<file path="config.mk">
export PLATFORM = sky130hd
export DESIGN_NAME = sps_gain
export DESIGN_NICKNAME = d
export VERILOG_FILES = /design/src/design/sps_pkg.sv /design/src/design/sps_gain.sv
export SDC_FILE = /design/constraint.sdc
export NUM_CORES = 1
export LEC_CHECK = 0
export ABC_AREA = 0
export BUFFER_PORTS_ARGS = -buffer_cell sky130_fd_sc_hd__buf_4
export CAP_MARGIN = 30
export CORE_MARGIN = 2
export CORE_UTILIZATION = 50
export DETAILED_ROUTE_END_ITERATION = 12
export PLACE_DENSITY_LB_ADDON = 0.15
export SYNTH_ARGS = -nofsm -noshare
export SYNTH_HDL_FRONTEND = slang
export SYNTH_SLANG_ARGS = --single-unit
export TNS_END_PERCENT = 50
</file>
<file path="constraint.sdc">
create_clock -name clk -period 4.3 [get_ports clk]
set_clock_uncertainty 0.15 [all_clocks]
set_input_delay 0.43 -clock clk [delete_from_list [all_inputs] [get_ports clk]]
set_output_delay 0.43 -clock clk [all_outputs]
set_load 0.02 [all_outputs]
</file>
<file path="src/design/sps_pkg.sv">
// Shared types, constants and helper functions for spectrum_phase_shift_polar.
// Used by every module of the block; depends on nothing.
package sps_pkg;

    // Field widths
    localparam int DATA_WIDTH      = 24;
    localparam int PHASE_WIDTH_DEF = 32;
    localparam int BIN_W           = 16;
    localparam int OUT_W           = DATA_WIDTH + 2;
    localparam int GUARD           = 32 - DATA_WIDTH;

    // Datapath widths: CORDIC x/y, rotation angle, vectoring angle
    localparam int CW     = 36;
    localparam int ZW     = 33;
    localparam int AW     = 32;
    localparam int STAGES = 28;

    // 1/K in 2.30 format, positive
    localparam logic signed [31:0] INV_GAIN = 32'sd652032874;

    // Register indexes
    localparam logic REG_OUTPUT_KIND = 1'b0;
    localparam logic REG_PHASE_STEP  = 1'b1;

    // Output selections
    localparam logic [1:0] KIND_AMP   = 2'd0;
    localparam logic [1:0] KIND_PHASE = 2'd1;
    localparam logic [1:0] KIND_REAL  = 2'd2;
    localparam logic [1:0] KIND_IMAG  = 2'd3;

    typedef struct packed {
        logic signed [DATA_WIDTH-1:0] real_part;
        logic signed [DATA_WIDTH-1:0] imag_part;
        logic        [BIN_W-1:0]      bin_index;
        logic                         last_bin;
    } in_t;

    typedef struct packed {
        logic signed [OUT_W-1:0] value;
        logic                    last_out;
    } out_t;

    // atan(2^-i) in turns * 2^32
    function automatic logic [AW-1:0] atan_turns(input int unsigned i);
        logic [AW-1:0] r;
        begin
            case (i)
                0:       r = 32'd536870912;
                1:       r = 32'd316933406;
                2:       r = 32'd167458907;
                3:       r = 32'd85004756;
                4:       r = 32'd42667331;
                5:       r = 32'd21354465;
                6:       r = 32'd10679838;
                7:       r = 32'd5340245;
                8:       r = 32'd2670163;
                9:       r = 32'd1335087;
                10:      r = 32'd667544;
                11:      r = 32'd333772;
                12:      r = 32'd166886;
                13:      r = 32'd83443;
                14:      r = 32'd41722;
                15:      r = 32'd20861;
                16:      r = 32'd10430;
                17:      r = 32'd5215;
                18:      r = 32'd2608;
                19:      r = 32'd1304;
                20:      r = 32'd652;
                21:      r = 32'd326;
                22:      r = 32'd163;
                23:      r = 32'd81;
                24:      r = 32'd41;
                25:      r = 32'd20;
                26:      r = 32'd10;
                27:      r = 32'd5;
                default: r = 32'd0;
            endcase
            return r;
        end
    endfunction

    // Round half up, then arithmetic shift right; s is a constant at every call
    function automatic logic signed [63:0] rnd(input logic signed [63:0] v,
                                               input int unsigned s);
        logic signed [63:0] bias;
        begin
            bias = 64'sd1 <<< (s - 1);
            return (v + bias) >>> s;
        end
    endfunction

    // Clamp to the signed output range
    function automatic logic signed [OUT_W-1:0] sat(input logic signed [63:0] v);
        logic signed [63:0] hi;
        logic signed [63:0] lo;
        begin
            hi = (64'sd1 <<< (OUT_W - 1)) - 64'sd1;
            lo = -hi - 64'sd1;
            if (v > hi)
                return hi[OUT_W-1:0];
            else if (v < lo)
                return lo[OUT_W-1:0];
            else
                return v[OUT_W-1:0];
        end
    endfunction

endpackage

</file>
<file path="src/design/sps_gain.sv">
// Two-stage 1/K gain multiplier, one lane per operand, split into partial products.
// Depends on sps_pkg.
module sps_gain #(
    parameter int LANES  = 1,
    parameter int SIDE_W = 1
) (
    input  logic                            clk,
    input  logic                            rst_n,
    input  logic                            in_valid,
    input  logic signed [sps_pkg::CW-1:0]   a [LANES],
    input  logic        [SIDE_W-1:0]        side_in,
    output logic                            out_valid,
    output logic signed [63:0]              prod [LANES],
    output logic        [SIDE_W-1:0]        side_out
);

    localparam int LO_W = sps_pkg::CW / 2;
    localparam int HI_W = sps_pkg::CW - LO_W;

    logic                     v1_reg;
    logic                     v2_reg;
    logic [SIDE_W-1:0]        side1_reg;
    logic [SIDE_W-1:0]        side2_reg;
    logic signed [HI_W+31:0]  pp_hi_reg [LANES];
    logic signed [LO_W+32:0]  pp_lo_reg [LANES];
    logic signed [63:0]       sum_reg   [LANES];

    // Valid pipeline
    always_ff @(posedge clk or negedge rst_n)
    begin
        if (!rst_n)
        begin
            v1_reg <= 1'b0;
            v2_reg <= 1'b0;
        end
        else
        begin
            v1_reg <= in_valid;
            v2_reg <= v1_reg;
        end
    end

    always_ff @(posedge clk)
    begin
        side1_reg <= side_in;
        side2_reg <= side1_reg;
    end

    for (genvar l = 0; l < LANES; l++)
    begin : g_lane
        logic signed [HI_W-1:0]   a_hi;
        logic signed [LO_W:0]     a_lo;
        logic signed [HI_W+31:0]  pp_hi_next;
        logic signed [LO_W+32:0]  pp_lo_next;
        logic signed [63:0]       sum_next;

        // Partial products: signed high half, unsigned low half
        always_comb
        begin
            a_hi       = a[l][sps_pkg::CW-1:LO_W];
            a_lo       = $signed({1'b0, a[l][LO_W-1:0]});
            pp_hi_next = a_hi * sps_pkg::INV_GAIN;
            pp_lo_next = a_lo * sps_pkg::INV_GAIN;
            sum_next   = ($signed(64'(pp_hi_reg[l])) <<< LO_W) + $signed(64'(pp_lo_reg[l]));
        end

        always_ff @(posedge clk)
        begin
            pp_hi_reg[l] <= pp_hi_next;
            pp_lo_reg[l] <= pp_lo_next;
            sum_reg[l]   <= sum_next;
        end

        assign prod[l] = sum_reg[l];
    end

    assign out_valid = v2_reg;
    assign side_out  = side2_reg;

endmodule

</file>
==> flow_summary.json <==
{
  "cp-end-kind": "register",
  "synth_edf_count": 0,
  "vias": 18100,
  "tightest_slew_ps": 788,
  "fin_util": 0.688,
  "maxSlewHeadroom": 0.468,
  "synth_cell_type_count": 72,
  "timing.final.crit_period_ps": 5580,
  "die_area_um2": 48300,
  "synth_seq_cells": 159,
  "period_share": 1.30,
  "holdCritPathClass": "in2reg",
  "ios": 106,
  "overflow": 0,
  "drv_cap": 0,
  "ys.flop_type": "dfxtp_1",
  "synth_async_sr_flop_share": 0.0126,
  "crit-reg2reg-launch": "pp_lo_reg[0][18]",
  "wire_per_inst_um": 19.6,
  "routabilityCongestion": 0.960,
  "grt_max_degree": 17,
  "final_common_cell": "buf_4",
  "drive_gt1_frac": 0.352,
  "path_cells": "buf_12, fa_1, inv_2, fa_1, fa_2, inv_2, fa_2, fa_1, fa_1, ha_4, buf_6, a21o_1, nor3_2, nor3b_2, a21bo_4, o211ai_1, a311o_1, a221oi_2, xnor2_1",
  "grt_pass1_vias": 20200,
  "fin_nets": 3823,
  "syn2layout_area_growth_pct": 36.8,
  "dpl_cell_area_um2": 28900,
  "syn_area_per_cell_um2": 9.98,
  "status": "finished with violations",
  "port_buffers": 104,
  "dieHeight_um": 220,
  "final_cell_mix": "buf_4 (595), inv_1 (594), fa_1 (370)",
  "core_region_area_um2": 46300,
  "cts_tree": "built",
  "drtPass1Iterations": 5,
  "start_util": 0.503,
  "critical_path.startpoint_type": "input pin",
  "yosysTopAreaCellShare": 0.359,
  "grt_first_pass_wirelength_um": 110000,
  "drcViolationCount": 0,
  "failed_checks": "negative setup slack",
  "syn-cell-area_um2": 23300,
  "cp.arrival_ps": 5810,
  "finalMaxSlewViolations": 0,
  "final_cells": 3614,
  "finalHoldViolCount": 0,
  "worstSetupPathType": "in2reg",
  "reg2reg_slack_ps": 870,
  "clk_latency_ps": 440,
  "ant_nets": 0,
  "min_from": "a[19]",
  "clk_pin_slew_ps": 70,
  "yosysSeqAreaShare": 0.137,
  "synth_largest_area_cell": "fa_1",
  "diodes": 0,
  "crit_fanout": 5,
  "vias_per_cell": 5.00,
  "ctsRootBufferMaster": "clkbuf_16",
  "dp.cells": 3514,
  "die_w_um": 220,
  "rsz0062_at_grt": "true",
  "critPathLaunch": "a[29]",
  "drt-initial-drc-count": 664,
  "cts_buffers": 17,
  "setup_viol": 67,
  "dp_hpwl_um": 62300,
  "synth_area_leaders": "fa_1 (36%), ha_1 (20%), dfxtp_1 (14%), inv_1 (11%), xnor2_1 (2.7%)",
  "fmax_mhz": 179,
  "crit_path_frequent_cell": "fa_1",
  "antenna_found_initial": 0,
  "crit_required_ps": 4530,
  "clockBufferDepth": 2,
  "layout_setup_ws_ps": -1280,
  "rows": 79,
  "crit_path_max_incr_delay_ps": 590,
  "yosysWarnings": 0,
  "largest_register_ffs": 63,
  "htreeDepth": 4,
  "slowest_stage": "fa_1",
  "tns_ps": -53970,
  "syn_nets": 3159,
  "grt_usage": 0.306,
  "wl_um": 70800,
  "cts_num_sinks": 159,
  "synth_cells": 2331,
  "fin_area_um2": 31800
}
-- repair_timing --
action | CTS | global route
setup endpoints to repair | 70 | 69
gates resized for setup | 260 | 154
hold buffers | 4 | 0
setup buffers | 46 | 33
hold endpoints to repair | 5 | 0
pin swaps | 175 | 127
-- through the flow --
step	hold WS, ps	worst slack (ps)
CTS	69.2	-1240
global placement	62.1	-1880
detailed placement	63.5	-1950
floorplan	-15.6	-1490
global route	80.1	-1440
finish	91.5	-1280
-- synthesized netlist by cell type, types with 5 or more instances --
cell and count:
inv_1 666, fa_1 417, ha_1 371, dfxtp_1 157, a21oi_1 102, xnor2_1 72, nand2_1 65, nor2_1 53
a21o_1 50, xor2_1 49, o21ai_0 46, nand3_1 31, nand4_1 18, clkbuf_1 17, and3_1 16, a31oi_1 14
nor3_1 12, o21a_1 12, o21bai_1 12, nand2b_1 11, nor2b_1 11, o211ai_1 10, or2_2 9, a211oi_1 6
and2_1 6, o31ai_1 6, a21boi_0 5, o21ai_1 5, or3_1 5
-- per-layer routing --
metal  track usage  wire length [µm]
met5             0                 0
met2         0.590             38600
met3        0.0264              1560
met1         0.342             27400
met4         0.124              3220
-- layout make-up --
class / instances / area (µm²)
sequential: 159 / 3190
timing repair buffer: 667 / 5370
fill: 3634 / 14400
clock inverter: 14 / 171
inverter: 666 / 2510
multi-input combinational: 1484 / 19400
tap: 607 / 759
clock buffer: 17 / 425
-- worst max-delay path, delay by kind of cell --
family / cells / cell delay, ps
buffers and inverters: 4 / 330
AND/OR/NAND/NOR: 2 / 370
XOR/XNOR: 1 / 140
AO/OA/AOI/OAI: 5 / 1180
adder cells (fa/ha/maj): 7 / 3360
-- final timing paths --
kind / end / cells past startpoint
min in group asynchronous: out_valid / 2
worst max register to register: sum_reg[0][63] / 12
worst max-delay path: pp_hi_reg[0][42] / 19
worst min register to register: sum_reg[0][12] / 0
worst min-delay path: pp_hi_reg[0][1] / 2
max in group asynchronous: v1_reg / 2
-- cell families (layout without fill, tap and decap cells) --
kind of cell,after synthesis,after routing,synth area share
simple gates,257,257,0.0563
fa+ha+maj,788,788,0.558
compound gates,317,317,0.0913
flops,159,159,0.137
buf+inv,688,1364,0.111
xor+xnor,121,121,0.0455
other cells,1,1,0.000161
Power is not shown: default switching activity piles up to over one toggle a cycle in this logic, so the estimate is an artifact.
